--- src/ire_pkg.sv ---
// Shared types and constants for the ICCID response extractor.
package ire_pkg;

    localparam int CHAR_W     = 8;
    localparam int LEN_W      = 5;
    localparam int HALF_W     = 48;
    localparam int NIB_W      = 4;
    localparam int MARKER_LEN = 7;
    localparam int CFG_IDX_W  = 2;

    // configuration register indexes
    localparam logic [CFG_IDX_W-1:0] CFG_MIN_LENGTH = 2'd0;
    localparam logic [CFG_IDX_W-1:0] CFG_MAX_LENGTH = 2'd1;

    localparam logic [LEN_W-1:0] MIN_LENGTH_RST = 5'd18;
    localparam logic [LEN_W-1:0] MAX_LENGTH_RST = 5'd24;

    // result status codes
    localparam logic [1:0] STATUS_NONE   = 2'd0;
    localparam logic [1:0] STATUS_MARKER = 2'd1;
    localparam logic [1:0] STATUS_BARE   = 2'd2;

    // marker field parser phase
    typedef enum logic [1:0] {
        PH_SEARCH,
        PH_SKIP,
        PH_HEX,
        PH_DONE
    } phase_t;

    typedef struct packed {
        logic [CHAR_W-1:0] char_in;
        logic              final_req;
    } in_t;

    typedef struct packed {
        logic [1:0]        status;
        logic [LEN_W-1:0]  id_length;
        logic [HALF_W-1:0] id_upper;
        logic [HALF_W-1:0] id_lower;
    } out_t;

    // classified byte, as queued between front and back
    typedef struct packed {
        logic                  final_req;
        logic                  is_nul;
        logic                  is_dec;
        logic                  is_hex;
        logic [NIB_W-1:0]      hex_val;
        logic                  is_space;
        logic                  is_alnum;
        logic [MARKER_LEN-1:0] marker_hit;
    } cls_t;

endpackage

--- src/ire_front.sv ---
// Front end: classifies each response byte and queues it for the parser.
module ire_front
(
    input  logic          clk,
    input  logic          rst_n,
    input  logic          in_valid,
    output logic          in_ready,
    input  ire_pkg::in_t  in_data,
    output logic          q_valid,
    input  logic          q_pop,
    output ire_pkg::cls_t q_item
);

    localparam int QDEPTH = 2;
    localparam int QPTR_W = $clog2(QDEPTH);
    localparam int QCNT_W = $clog2(QDEPTH + 1);

    // "+ICCID:"
    localparam logic [ire_pkg::CHAR_W-1:0] MARKER_TEXT [ire_pkg::MARKER_LEN] =
        '{8'h2B, 8'h49, 8'h43, 8'h43, 8'h49, 8'h44, 8'h3A};

    function automatic ire_pkg::cls_t classify(input logic [ire_pkg::CHAR_W-1:0] c,
                                               input logic fin);
        ire_pkg::cls_t r;
        logic          dec;
        logic          up;
        logic          lo;
        logic          hex_af;
        r        = '0;
        dec      = (c >= 8'h30) && (c <= 8'h39);
        up       = (c >= 8'h41) && (c <= 8'h5A);
        lo       = (c >= 8'h61) && (c <= 8'h7A);
        hex_af   = ((c >= 8'h41) && (c <= 8'h46)) || ((c >= 8'h61) && (c <= 8'h66));
        r.final_req = fin;
        r.is_nul    = (c == 8'h00);
        r.is_dec    = dec;
        r.is_hex    = dec || hex_af;
        // low nibble is the digit; letters A..F / a..f have low nibble 1..6
        r.hex_val   = dec ? c[3:0] : (c[3:0] + 4'd9);
        r.is_space  = (c == 8'h20) || ((c >= 8'h09) && (c <= 8'h0D));
        r.is_alnum  = dec || up || lo;
        for (int k = 0; k < ire_pkg::MARKER_LEN; k++)
            r.marker_hit[k] = (c == MARKER_TEXT[k]);
        return r;
    endfunction

    ire_pkg::cls_t       q_mem_reg [QDEPTH];
    logic [QPTR_W-1:0]   wr_ptr_reg;
    logic [QPTR_W-1:0]   rd_ptr_reg;
    logic [QCNT_W-1:0]   count_reg;
    logic                push;
    logic                pop;

    assign in_ready = (count_reg != QCNT_W'(QDEPTH));
    assign q_valid  = (count_reg != '0);
    assign q_item   = q_mem_reg[rd_ptr_reg];
    assign push     = in_valid && in_ready;
    assign pop      = q_pop && q_valid;

    // queue storage
    always_ff @(posedge clk)
    begin
        if (push)
            q_mem_reg[wr_ptr_reg] <= classify(in_data.char_in, in_data.final_req);
    end

    // queue pointers and fill count
    always_ff @(posedge clk or negedge rst_n)
    begin
        if (!rst_n)
        begin
            wr_ptr_reg <= '0;
            rd_ptr_reg <= '0;
            count_reg  <= '0;
        end
        else
        begin
            if (push)
                wr_ptr_reg <= wr_ptr_reg + QPTR_W'(1);
            if (pop)
                rd_ptr_reg <= rd_ptr_reg + QPTR_W'(1);
            if (push && !pop)
                count_reg <= count_reg + QCNT_W'(1);
            else if (pop && !push)
                count_reg <= count_reg - QCNT_W'(1);
        end
    end

endmodule

--- src/ire_back.sv ---
// Back end: marker field parser, bare digit run tracker and result register.
module ire_back
#(
    parameter int MAX_ID_CHARS = 24
)
(
    input  logic                             clk,
    input  logic                             rst_n,
    input  logic                             q_valid,
    output logic                             q_pop,
    input  ire_pkg::cls_t                    q_item,
    output logic                             out_valid,
    input  logic                             out_ready,
    output ire_pkg::out_t                    out_data,
    input  logic                             cfg_we,
    input  logic [ire_pkg::CFG_IDX_W-1:0]    cfg_index,
    input  logic [ire_pkg::LEN_W-1:0]        cfg_data
);

    localparam int CNT_W  = $clog2(MAX_ID_CHARS + 2);
    localparam int IDX_W  = $clog2(MAX_ID_CHARS);
    localparam int SAT    = MAX_ID_CHARS + 1;
    localparam int FLAT_W = 2 * ire_pkg::HALF_W;
    localparam int CMP_W  = ire_pkg::LEN_W + 1;
    localparam int POS_W  = $clog2(ire_pkg::MARKER_LEN);

    typedef logic [MAX_ID_CHARS-1:0][ire_pkg::NIB_W-1:0] chars_t;

    function automatic logic len_ok(input logic [CNT_W-1:0] n,
                                    input logic [CMP_W-1:0] lo,
                                    input logic [CMP_W-1:0] hi);
        return (CMP_W'(n) >= lo) && (CMP_W'(n) <= hi);
    endfunction

    // first character lands in the top nibble; characters past n read as zero
    function automatic logic [FLAT_W-1:0] pack_id(input chars_t chars,
                                                  input logic [CNT_W-1:0] n);
        logic [FLAT_W-1:0] flat;
        flat = '0;
        for (int i = 0; i < MAX_ID_CHARS; i++)
            if (CNT_W'(i) < n)
                flat[FLAT_W-1-ire_pkg::NIB_W*i -: ire_pkg::NIB_W] = chars[i];
        return flat;
    endfunction

    logic [ire_pkg::LEN_W-1:0] min_len_reg;
    logic [ire_pkg::LEN_W-1:0] max_len_reg;
    ire_pkg::phase_t           phase_reg,      phase_next;
    logic [POS_W-1:0]          pos_reg,        pos_next;
    logic [CNT_W-1:0]          mk_count_reg,   mk_count_next;
    chars_t                    mk_chars_reg,   mk_chars_next;
    logic                      mk_valid_reg,   mk_valid_next;
    logic [CNT_W-1:0]          dg_count_reg,   dg_count_next;
    chars_t                    dg_chars_reg,   dg_chars_next;
    logic                      bare_valid_reg, bare_valid_next;
    logic [CNT_W-1:0]          bare_count_reg, bare_count_next;
    chars_t                    bare_chars_reg, bare_chars_next;
    logic                      ended_reg,      ended_next;
    logic                      out_valid_reg,  out_valid_next;
    ire_pkg::out_t             out_reg,        out_next;

    logic [CMP_W-1:0]          lo_lim;
    logic [CMP_W-1:0]          hi_lim;
    logic [FLAT_W-1:0]         flat;
    logic                      pop;

    // effective bounds; max_length clamps to the storage depth
    assign lo_lim = CMP_W'(min_len_reg);
    assign hi_lim = (CMP_W'(max_len_reg) > CMP_W'(MAX_ID_CHARS)) ?
                    CMP_W'(MAX_ID_CHARS) : CMP_W'(max_len_reg);

    // a final beat needs the result slot free or emptying
    assign pop       = q_valid && (!q_item.final_req || !out_valid_reg || out_ready);
    assign q_pop     = pop;
    assign out_valid = out_valid_reg;
    assign out_data  = out_reg;

    // per-byte update, then string end, then result and clear
    always_comb
    begin
        phase_next      = phase_reg;
        pos_next        = pos_reg;
        mk_count_next   = mk_count_reg;
        mk_chars_next   = mk_chars_reg;
        mk_valid_next   = mk_valid_reg;
        dg_count_next   = dg_count_reg;
        dg_chars_next   = dg_chars_reg;
        bare_valid_next = bare_valid_reg;
        bare_count_next = bare_count_reg;
        bare_chars_next = bare_chars_reg;
        ended_next      = ended_reg;
        out_valid_next  = out_valid_reg && !out_ready;
        out_next        = out_reg;
        flat            = '0;

        if (pop)
        begin
            // ordinary byte
            if (!ended_reg && !q_item.is_nul)
            begin
                unique case (phase_reg)
                    ire_pkg::PH_SEARCH:
                    begin
                        if (q_item.marker_hit[pos_reg])
                        begin
                            if (pos_reg == POS_W'(ire_pkg::MARKER_LEN - 1))
                            begin
                                pos_next   = '0;
                                phase_next = ire_pkg::PH_SKIP;
                            end
                            else
                            begin
                                pos_next = pos_reg + POS_W'(1);
                            end
                        end
                        else
                        begin
                            // a '+' restarts the match at once
                            pos_next = POS_W'(q_item.marker_hit[0]);
                        end
                    end
                    ire_pkg::PH_SKIP, ire_pkg::PH_HEX:
                    begin
                        if (phase_reg == ire_pkg::PH_HEX || !q_item.is_space)
                        begin
                            phase_next = ire_pkg::PH_HEX;
                            if (q_item.is_hex)
                            begin
                                if (mk_count_reg < CNT_W'(MAX_ID_CHARS))
                                    mk_chars_next[mk_count_reg[IDX_W-1:0]] = q_item.hex_val;
                                if (mk_count_reg <= CNT_W'(MAX_ID_CHARS))
                                    mk_count_next = mk_count_reg + CNT_W'(1);
                            end
                            else
                            begin
                                mk_valid_next = len_ok(mk_count_reg, lo_lim, hi_lim) &&
                                                !q_item.is_alnum;
                                phase_next    = ire_pkg::PH_DONE;
                            end
                        end
                    end
                    ire_pkg::PH_DONE:
                    begin
                    end
                    default:
                    begin
                    end
                endcase

                // decimal run tracking
                if (q_item.is_dec)
                begin
                    if (dg_count_reg < CNT_W'(MAX_ID_CHARS))
                        dg_chars_next[dg_count_reg[IDX_W-1:0]] = q_item.hex_val;
                    if (dg_count_reg <= CNT_W'(MAX_ID_CHARS))
                        dg_count_next = dg_count_reg + CNT_W'(1);
                end
                else
                begin
                    if (dg_count_reg != '0 && !bare_valid_reg &&
                        len_ok(dg_count_reg, lo_lim, hi_lim))
                    begin
                        bare_chars_next = dg_chars_reg;
                        bare_count_next = dg_count_reg;
                        bare_valid_next = 1'b1;
                    end
                    dg_count_next = '0;
                end
            end

            // end of string: zero byte or last byte; open runs close
            if (!ended_reg && (q_item.is_nul || q_item.final_req))
            begin
                if (phase_next == ire_pkg::PH_SKIP || phase_next == ire_pkg::PH_HEX)
                begin
                    mk_valid_next = len_ok(mk_count_next, lo_lim, hi_lim);
                    phase_next    = ire_pkg::PH_DONE;
                end
                if (dg_count_next != '0 && !bare_valid_next &&
                    len_ok(dg_count_next, lo_lim, hi_lim))
                begin
                    bare_chars_next = dg_chars_next;
                    bare_count_next = dg_count_next;
                    bare_valid_next = 1'b1;
                end
                dg_count_next = '0;
                ended_next    = 1'b1;
            end

            // result beat and response clear
            if (q_item.final_req)
            begin
                out_valid_next = 1'b1;
                if (mk_valid_next)
                begin
                    flat               = pack_id(mk_chars_next, mk_count_next);
                    out_next.status    = ire_pkg::STATUS_MARKER;
                    out_next.id_length = ire_pkg::LEN_W'(mk_count_next);
                end
                else if (bare_valid_next)
                begin
                    flat               = pack_id(bare_chars_next, bare_count_next);
                    out_next.status    = ire_pkg::STATUS_BARE;
                    out_next.id_length = ire_pkg::LEN_W'(bare_count_next);
                end
                else
                begin
                    out_next.status    = ire_pkg::STATUS_NONE;
                    out_next.id_length = '0;
                end
                out_next.id_upper = flat[FLAT_W-1 -: ire_pkg::HALF_W];
                out_next.id_lower = flat[ire_pkg::HALF_W-1:0];

                phase_next      = ire_pkg::PH_SEARCH;
                pos_next        = '0;
                mk_count_next   = '0;
                mk_valid_next   = 1'b0;
                dg_count_next   = '0;
                bare_valid_next = 1'b0;
                bare_count_next = '0;
                ended_next      = 1'b0;
            end
        end
    end

    // character stores and result payload
    always_ff @(posedge clk)
    begin
        mk_chars_reg   <= mk_chars_next;
        dg_chars_reg   <= dg_chars_next;
        bare_chars_reg <= bare_chars_next;
        out_reg        <= out_next;
    end

    // control state and configuration
    always_ff @(posedge clk or negedge rst_n)
    begin
        if (!rst_n)
        begin
            min_len_reg    <= ire_pkg::MIN_LENGTH_RST;
            max_len_reg    <= ire_pkg::MAX_LENGTH_RST;
            phase_reg      <= ire_pkg::PH_SEARCH;
            pos_reg        <= '0;
            mk_count_reg   <= '0;
            mk_valid_reg   <= 1'b0;
            dg_count_reg   <= '0;
            bare_valid_reg <= 1'b0;
            bare_count_reg <= '0;
            ended_reg      <= 1'b0;
            out_valid_reg  <= 1'b0;
        end
        else
        begin
            if (cfg_we)
            begin
                unique case (cfg_index)
                    ire_pkg::CFG_MIN_LENGTH: min_len_reg <= cfg_data;
                    ire_pkg::CFG_MAX_LENGTH: max_len_reg <= cfg_data;
                    default:
                    begin
                    end
                endcase
            end
            phase_reg      <= phase_next;
            pos_reg        <= pos_next;
            mk_count_reg   <= mk_count_next;
            mk_valid_reg   <= mk_valid_next;
            dg_count_reg   <= dg_count_next;
            bare_valid_reg <= bare_valid_next;
            bare_count_reg <= bare_count_next;
            ended_reg      <= ended_next;
            out_valid_reg  <= out_valid_next;
        end
    end

    // marker verdict only exists once the field is closed
    assert property (@(posedge clk) disable iff (!rst_n)
        mk_valid_reg |-> (phase_reg == ire_pkg::PH_DONE))
        else $error("marker valid outside done phase");

    // a kept bare run is never empty and always fits the store
    assert property (@(posedge clk) disable iff (!rst_n)
        bare_valid_reg |-> (bare_count_reg != '0) &&
                           (bare_count_reg <= CNT_W'(MAX_ID_CHARS)))
        else $error("bare run length out of range");

    // run counters saturate one past the store depth
    assert property (@(posedge clk) disable iff (!rst_n)
        (mk_count_reg <= CNT_W'(SAT)) && (dg_count_reg <= CNT_W'(SAT)))
        else $error("run counter past saturation");

    // a final beat leaves clean response state and a pending result
    assert property (@(posedge clk) disable iff (!rst_n)
        (pop && q_item.final_req) |=> (phase_reg == ire_pkg::PH_SEARCH) && !ended_reg &&
                                      !mk_valid_reg && !bare_valid_reg && out_valid_reg)
        else $error("response state not cleared after final beat");

endmodule

--- src/iccid_response_extractor_core.sv ---
// Top level of the ICCID response extractor: byte classifier, queue and parser.
//
//  channel   dir   handshake             beat payload
//  in        in    in_valid/in_ready     in_data   (char_in, final_req)
//  out       out   out_valid/out_ready   out_data  (status, id_length, id_upper, id_lower)
//  cfg       in    cfg_we                cfg_index, cfg_data (min_length, max_length)
//
//  One byte per cycle sustained while no final byte waits; a byte is classified
//  on entry, held in the two-entry queue and parsed as it leaves the queue.
//  A final byte's result beat is presented from the edge at which it is parsed.
//  A final byte waits at the queue head while the result register holds a beat
//  not yet taken; bytes behind it wait too, and the input stalls once both
//  queue entries are full.
//  Reset clears all parse state and loads min_length 18, max_length 24.
module iccid_response_extractor_core
#(
    parameter int MAX_ID_CHARS = 24
)
(
    input  logic                          clk,
    input  logic                          rst_n,
    input  logic                          in_valid,
    output logic                          in_ready,
    input  ire_pkg::in_t                  in_data,
    output logic                          out_valid,
    input  logic                          out_ready,
    output ire_pkg::out_t                 out_data,
    input  logic                          cfg_we,
    input  logic [ire_pkg::CFG_IDX_W-1:0] cfg_index,
    input  logic [ire_pkg::LEN_W-1:0]     cfg_data
);

    logic          q_valid;
    logic          q_pop;
    ire_pkg::cls_t q_item;

    // classify and queue
    ire_front u_front
    (
        .clk      (clk),
        .rst_n    (rst_n),
        .in_valid (in_valid),
        .in_ready (in_ready),
        .in_data  (in_data),
        .q_valid  (q_valid),
        .q_pop    (q_pop),
        .q_item   (q_item)
    );

    // parse and report
    ire_back
    #(
        .MAX_ID_CHARS (MAX_ID_CHARS)
    )
    u_back
    (
        .clk       (clk),
        .rst_n     (rst_n),
        .q_valid   (q_valid),
        .q_pop     (q_pop),
        .q_item    (q_item),
        .out_valid (out_valid),
        .out_ready (out_ready),
        .out_data  (out_data),
        .cfg_we    (cfg_we),
        .cfg_index (cfg_index),
        .cfg_data  (cfg_data)
    );

endmodule
--- config.mk ---
export PLATFORM = sky130hd
export DESIGN_NAME = iccid_response_extractor_core
export DESIGN_NICKNAME = d
export VERILOG_FILES = /design/src/ire_pkg.sv /design/src/ire_front.sv /design/src/ire_back.sv /design/src/iccid_response_extractor_core.sv
export SDC_FILE = /design/constraint.sdc
export NUM_CORES = 1
export LEC_CHECK = 0
export BUFFER_PORTS_ARGS = -buffer_cell sky130_fd_sc_hd__buf_4
export CORE_MARGIN = 5
export CORE_UTILIZATION = 52
export CTS_CLUSTER_DIAMETER = 40
export DETAILED_ROUTE_END_ITERATION = 10
export GPL_ROUTABILITY_DRIVEN = 0
export PLACE_DENSITY = 0.79
export SYNTH_ARGS = -nofsm -noshare
export SYNTH_HDL_FRONTEND = slang
export SYNTH_SLANG_ARGS = --single-unit
export TNS_END_PERCENT = 100
--- constraint.sdc ---
create_clock -name clk -period 10.37 [get_ports clk]
set_input_delay 3.111 -clock clk [delete_from_list [all_inputs] [get_ports clk]]
set_output_delay 3.111 -clock clk [all_outputs]
set_load 0.05 [all_outputs]
# [Word-level counts from Yosys, hierarchy flattened]
# Memory sizes are Yosys's and may differ from the RTL's.
# Cells that the tools add are included.
[word_totals] inputBits=21 elab_cells=384 mem_bits_ro=0 latchBits=0 output_inout_bits=105 ff_bits=429 mem_bits_rw=34 mem_count=1
[classes] mux=134 n_shift=0 bitwise_logic=0 n_reduce_logical=62 n_eq_ne=13 n_mul=0 n_lt_le_gt_ge=76 div_mod_pow=0 n_addsub=8
[memory_table] name="u_front.q_mem_reg" words=2 width=17 rd=1 rd_ports_with_merged_regs=0 write_ports=1 line="ire_front.sv:47" text="ire_pkg::cls_t q_mem_reg [QDEPTH];"
[op_table] op="$mux 96" n=15
[op_table] op="$mux 4" n=51
[op_table] op="$bwmux 96" n=2
[op_table] op="$mux 5" n=22
[op_table] op="$lt 4x5->1 const A" n=16
[op_table] op="$lt 5x5->1 const A" n=16
[op_table] op="$demux 4 s5" n=2
[op_table] op="$lt 3x5->1 const A" n=8
[op_table] op="$le 8x7->1 const B" n=4
[op_table] op="$logic_and 1x1->1" n=25
[op_table] op="$eq 8x6->1 const B" n=3
[op_table] op="$eq 8x7->1 const B" n=3
[op_table] op="$le 5x6->1" n=4
[op_table] op="$mux 1" n=24
[op_table] op="$ge 5x5->1" n=4
[op_table] op="$lt 1x5->1 const A" n=4
[op_table] op="$lt 2x5->1 const A" n=4
[op_table] op="$mux 2" n=10
[op_table] op="$ge 8x7->1 const B" n=2
[op_table] op="$mux 3" n=5
[op_table] op="$lt 5x6->1 const B" n=2
[op_table] op="$logic_not 1->1" n=11
[op_table] op="$add 5x1->5 const B" n=2
[op_table] op="$ge 5x1->1 const B" n=2
[op_table] op="other kinds (28)" n=52

# [Depth between registers and ports, before layout]
[logic_depth] depth_word=19 ltp_mapped=19 mapped_depth_nobuf=17

# [Hierarchy]
# From an unflattened synthesis, not the netlist that was laid out.
[hier_totals] cells_unflattened=1865 hier_area_um2=23334.9
[by_module_without_submodules] module="ire_back" cells_each=1745 area_per_inst_um2=21642.0 seq_area_each_um2=12597.1 n_inst=1
[by_module_without_submodules] module="ire_front" cells_each=120 area_per_inst_um2=1692.9 seq_area_each_um2=1001.0 n_inst=1

# [Worst setup path before layout]
# Ideal clock, no wire load.
[synth_path] path_kind="in2reg" startpoint="input port out_ready" endpoint="register u_back.pos_reg[1]" path_slack_ns=0.034 t_required_ns=10.287 setup_ns=0.083 arrival_ns=10.253 stages=8 path_buffers=0 cell_sequence="nand2b_1 o22ai_1 inv_1 nand4_1 or2_2 nor3_1 o21ai_0 o21ai_0"
[synth_between] elab_chain_len=3
[synth_lines] element="start, declared" line="iccid_response_extractor_core.sv:26" text="input logic out_ready,"
[synth_lines] element="$logic_or 1x1->1" line="ire_back.sv:73" text="assign pop = q_valid && (!q_item.final_req || !out_valid_reg || out_ready);"
[synth_lines] element="$logic_and 1x1->1" line="ire_back.sv:73"
[synth_lines] element="via q_pop" line="iccid_response_extractor_core.sv:34" text="logic q_pop;"
[synth_lines] element="$reduce_and 3->1 (no source line)"
[synth_lines] element="end signal, assigned" line="ire_back.sv:265" text="pos_reg <= pos_next;"
[synth_lines] element="end, declared" line="ire_back.sv:49" text="logic [POS_W-1:0] pos_reg, pos_next;"
# The timed path passes the listed nets, and every way through them passes these cells.
# A chain may end at the register's enable or synchronous reset.

# [Worst setup path in the final report]
[layout_path] startpoint="register u_front.rd_ptr_reg" endpoint="register u_back.out_reg, in the netlist u_back.out_data[27] (data pin)"
[layout_between] elab_chain_len=15 elab_cells_between_ends=76 classes_between="6 x order compare; 2 x eq/ne; 52 x mux; 15 x reduce/logical; 1 x memory"
[layout_lines] element="start, declared" line="ire_front.sv:49" text="logic [QPTR_W-1:0] rd_ptr_reg;"
[layout_lines] element="start signal, assigned" line="ire_front.sv:81" text="rd_ptr_reg <= rd_ptr_reg + QPTR_W'(1);"
[layout_lines] element="$mem_v2 2x17 *"
[layout_lines] element="$logic_not 1->1" line="ire_back.sv:99" text="if (!ended_reg && !q_item.is_nul)"
[layout_lines] element="$logic_and 1x1->1" line="ire_back.sv:99"
[layout_lines] element="$mux 5 or $mux 1 (tied branches)" line="ire_back.sv:99"
[layout_lines] element="$mux 5 or $mux 1 (tied branches)" line="ire_back.sv:96" text="if (pop)"
[layout_lines] element="$le 5x6->1, or another cell as far along" line="ire_back.sv:32" text="return (CMP_W'(n) >= lo) && (CMP_W'(n) <= hi);"
[layout_lines] element="$logic_and 1x1->1, on equally long branches" line="ire_back.sv:32, ire_back.sv:179"
[layout_lines] element="$logic_and 1x1->1" line="ire_back.sv:179" text="if (dg_count_next != '0 && !bare_valid_next &&"
[layout_lines] element="$mux 5" line="ire_back.sv:179"
[layout_lines] element="$mux 5" line="ire_back.sv:172" text="if (!ended_reg && (q_item.is_nul || q_item.final_req))"
[layout_lines] element="$mux 5" line="ire_back.sv:96"
[layout_lines] element="$lt 5x5->1" line="ire_back.sv:41" text="if (CNT_W'(i) < n)"
[layout_lines] element="$mux 4" line="ire_back.sv:41"
[layout_lines] element="$mux 96" line="ire_back.sv:200" text="else if (bare_valid_next)"
[layout_lines] element="$mux 96 *" line="ire_back.sv:194" text="if (mk_valid_next)"
[layout_lines] element="end signal, assigned" line="ire_back.sv:232" text="out_reg <= out_next;"
[layout_lines] element="end, declared" line="ire_back.sv:60" text="ire_pkg::out_t out_reg, out_next;"
# Mark *: on every way between the ends. The rest lies on a longest branch, timed or not. The select of a mux whose other input is x is not followed.

==> run_results.csv <==
group,metric,value,unit
logic_synthesis,post_synthesis_area_per_instance,11.1,sq um
clock_network,tritoncts,"yes",
worst_setup_path,worstSetupStartpointType,"flip-flop",
clock_network,worst_skew_pair.late_latency,640,ps
final_layout,proportion_of_layout_cells_with_a_drive_suffix_above_1,13.3,%
logic_synthesis,synth.ff_latch_count,459,
worst_setup_path,worst_r2r_path_depth,16,
timing,endpoints_failing_hold,0,
logic_synthesis,syn-instance-count,2042,
logic_synthesis,synth_top_area_share,56.0,%
timing,setup_violators_final,0,
logic_synthesis,post-synth-top-count-cell,"sky130_fd_sc_hd__edfxtp_1",
final_layout,area.growth.synth_to_final,15.7,%
clock_network,cts.htree.levels,2,
place,placement.cell_area,24200,sq um
logic_synthesis,netlist_top_cells_count,"sky130_fd_sc_hd__edfxtp_1, sky130_fd_sc_hd__nand2_1, sky130_fd_sc_hd__o21ai_0",
timing,setup_tns,0,ps
global_routing,grt-ovfl-total,0,
pwr,pwr-share-comb,34.2,%
logic_synthesis,synth_nets,2120,
clock_network,library_cell_used_as_clock_root_buffer,"sky130_fd_sc_hd__clkbuf_16",
global_routing,grt_antenna_before_repair,1,
clock_network,post_cts_resize_count,0,
timing,finalCritPeriodShare,71.4,%
pwr,power.density,322,nW/um^2
min_path,timing.hold.worst_path_depth,2,
logic_synthesis,mappedNetlistArea,22600,sq um
job,maximum_capacitance_violations,0,
timing,timing.hold.ws,502,ps
final_layout,design_area,26200,sq um
place,port-buffer-count,125,
final_layout,number_of_nets_in_the_finished_design,2232,
routing,detailedRoute.firstIterationViolations,2365,
worst_setup_path,cp-end-kind,"flip-flop",
timing,final_period_demand_of_the_worst_path,7400,ps
pwr,leakage,10.5,nW
final_layout,largest_register_ff_count,103,
worst_setup_path,cp_data_arrival_time,7880,ps
logic_synthesis,synth.lib_cells_used.distinct,74,
min_path,hp-class,"flip-flop to flip-flop",
logic_synthesis,synth.largest_area_cell,"sky130_fd_sc_hd__edfxtp_1",
logic_synthesis,seq_area_frac_synth,60.2,%
logic_synthesis,synth-edff-count,421,
clock_network,post-cts-setup-buffer-count,0,
die,rows,76,
clock_network,clk_pin_slew_worst_paths,60,ps
global_routing,track_usage,25.6,%
pwr,power_report.internal_total,5.15,mW
global_routing,first_pass_grt_wire_length,95600,um
die,die_width,218,um
die,die_h,218,um
routing,finalWirelength,62500,um
final_layout,fillcell_total,3336,
timing,grt_setup_unrepaired,"no",
place,hpwl,40400,um
logic_synthesis,synth_top_flop_cell,"sky130_fd_sc_hd__edfxtp_1",
logic_synthesis,synth.top_cells.by_area,"sky130_fd_sc_hd__edfxtp_1, sky130_fd_sc_hd__nand2_1, sky130_fd_sc_hd__o21ai_0, sky130_fd_sc_hd__dfrtp_1, sky130_fd_sc_hd__a21oi_1",
logic_synthesis,async_reset_ff_share,8.28,%
pwr,peakVddDrop,0.235,mV
routing,number_of_design_rule_violations_left_after_detail_routing,0,
timing,final.setup_skew,37.4,ps
timing,slew_violations,0,
clock_network,holdBufCountCts,0,
routing,drt-wirelength-per-cell,22.4,um
worst_setup_path,timing.critical_path.required,10850,ps
worst_setup_path,critical_path.max_fanout,26,
timing,tightest_slew,1240,ps
die,design.die.area,47700,sq um
worst_setup_path,timing.setup.critical_path_class,"flip-flop to flip-flop",
die,initial_core_util,52.4,%
global_routing,number_of_global_route_vias_before_repair,17100,
logic_synthesis,yosys_warnings,0,
routing,drt.antenna.violating_nets,0,
die,coreArea,43100,sq um
outcome,run_status,"complete, no violations",
pwr,power_switching,3.26,mW
routing,drt-pass1-iter-count,6,
pwr,pwr-share-seq,41.7,%
die,io_pins,126,
routing,routed_via_density,6.23,
clock_network,cts-root-to-sink-buffers,3,
timing,timing.fmax,135,MHz
clock_network,cts_inserted_buffers,60,
routing,route.vias.total,17400,
timing,maxSlewHeadroom,17.4,%
pwr,switching_share,38.8,%
global_routing,largest_net_degree_at_the_start_of_global_routing,158,
clock_network,clkSinkCount,459,
pwr,p_clk_share,24.2,%
## placed cells by master (no fill, tap or decap), drive strengths merged, types with 23 or more instances in the layout
cell    Yosys  routed
o21a       24      24
clkinv      2      23
dfrtp      34      34
clkbuf     65      65
o21ai     206     206
buf        32     147
nand2     399     399
inv        95     109
a21o       51      51
edfxtp    421     421
nor2       81      81
a32o       42      42
ha         57      57
a21oi     166     166
nand3      31      31
mux2i      67      67
## final timing paths
path                            slack (ps)                                  from                                   end
worst max-delay path                  2970        u_front.rd_ptr_reg$_DFFE_PN0P_         u_back.out_data[27]$_DFFE_PP_
worst min-delay path                   500  u_back.bare_count_reg[2]$_DFFE_PN0P_  u_back.bare_count_reg[2]$_DFFE_PN0P_
worst max register to register        2970        u_front.rd_ptr_reg$_DFFE_PN0P_         u_back.out_data[27]$_DFFE_PP_
worst min register to register         500  u_back.bare_count_reg[2]$_DFFE_PN0P_  u_back.bare_count_reg[2]$_DFFE_PN0P_
max in group asynchronous             7510                                 rst_n    u_back.mk_count_reg[2]$_DFFE_PN0P_
min in group asynchronous             2460                                 rst_n  u_back.bare_count_reg[3]$_DFFE_PN0P_
## metal layers
metal  global-route usage, %  wire [um]  part of all wire (%)
met1                    33.4      23900                    38
met5                       0         13                 0.021
met2                    41.2      29300                    47
met3                    5.53       6160                   9.9
met4                    12.2       3130                   5.0
## cell type report
type / instances / area (sq um) / area share (%)
sequential: 459 / 13600 / 52.0
timing repair buffer: 147 / 1100 / 4.22
antenna: 1 / 2.50 / 0.00957
clock inverter: 45 / 463 / 1.77
multi-input combinational: 1389 / 8360 / 32.0
inverter: 97 / 372 / 1.42
tap: 585 / 732 / 2.80
clock buffer: 65 / 1520 / 5.81
## through the flow
step                setup slack, ps  std cells  util, %  power [mW]
CTS                            3200       2787     60.7        8.41
global route                   2650       2787     60.7        8.80
global placement               3610       2677     56.1        6.21
detailed placement             3380       2677     56.1        6.35
finish                         2970       2788     60.7        8.41
floorplan                      34.3       2042        -        5.55
## kinds of logic (layout without fill, tap and decap cells)
| logic type | after synthesis | after routing | share of synthesized area (%) |
|---|---|---|---|
| compound gates | 608 | 608 | 16.9 |
| buf+inv | 194 | 354 | 3.34 |
| fa+ha+maj | 57 | 57 | 3.16 |
| simple gates | 628 | 628 | 12.1 |
| xor+xnor | 11 | 11 | 0.426 |
| flops | 459 | 459 | 60.2 |
| other cells | 0 | 1 | 0 |
| mux | 85 | 85 | 3.92 |
## critical path, stage by stage, from the launching register on
cell                        delay, ps
sky130_fd_sc_hd__dfrtp_1          320
sky130_fd_sc_hd__buf_4            370
sky130_fd_sc_hd__mux2i_1          440
sky130_fd_sc_hd__o2111ai_1        350
sky130_fd_sc_hd__nor4_1           340
sky130_fd_sc_hd__mux2i_1          650
sky130_fd_sc_hd__clkinv_1         450
sky130_fd_sc_hd__ha_1             400
sky130_fd_sc_hd__and4_1           190
sky130_fd_sc_hd__a21oi_1          160
sky130_fd_sc_hd__a21oi_1          100
sky130_fd_sc_hd__a211oi_2         720
sky130_fd_sc_hd__inv_1            660
sky130_fd_sc_hd__a2111oi_4       1000
sky130_fd_sc_hd__buf_4            490
sky130_fd_sc_hd__a21boi_1         400
sky130_fd_sc_hd__a32o_1           180
## power by group through the flow
stage / sequential [mW] / combinational [mW] / clock, mW
after floorplan: 4.08 / 1.47 / 0
after global placement: 3.48 / 2.73 / 0
after detailed placement: 3.52 / 2.83 / 0
after CTS: 3.50 / 2.86 / 2.05
after global routing: 3.57 / 3.10 / 2.13
final: 3.50 / 2.87 / 2.03
(Power assumes the default switching activity.)
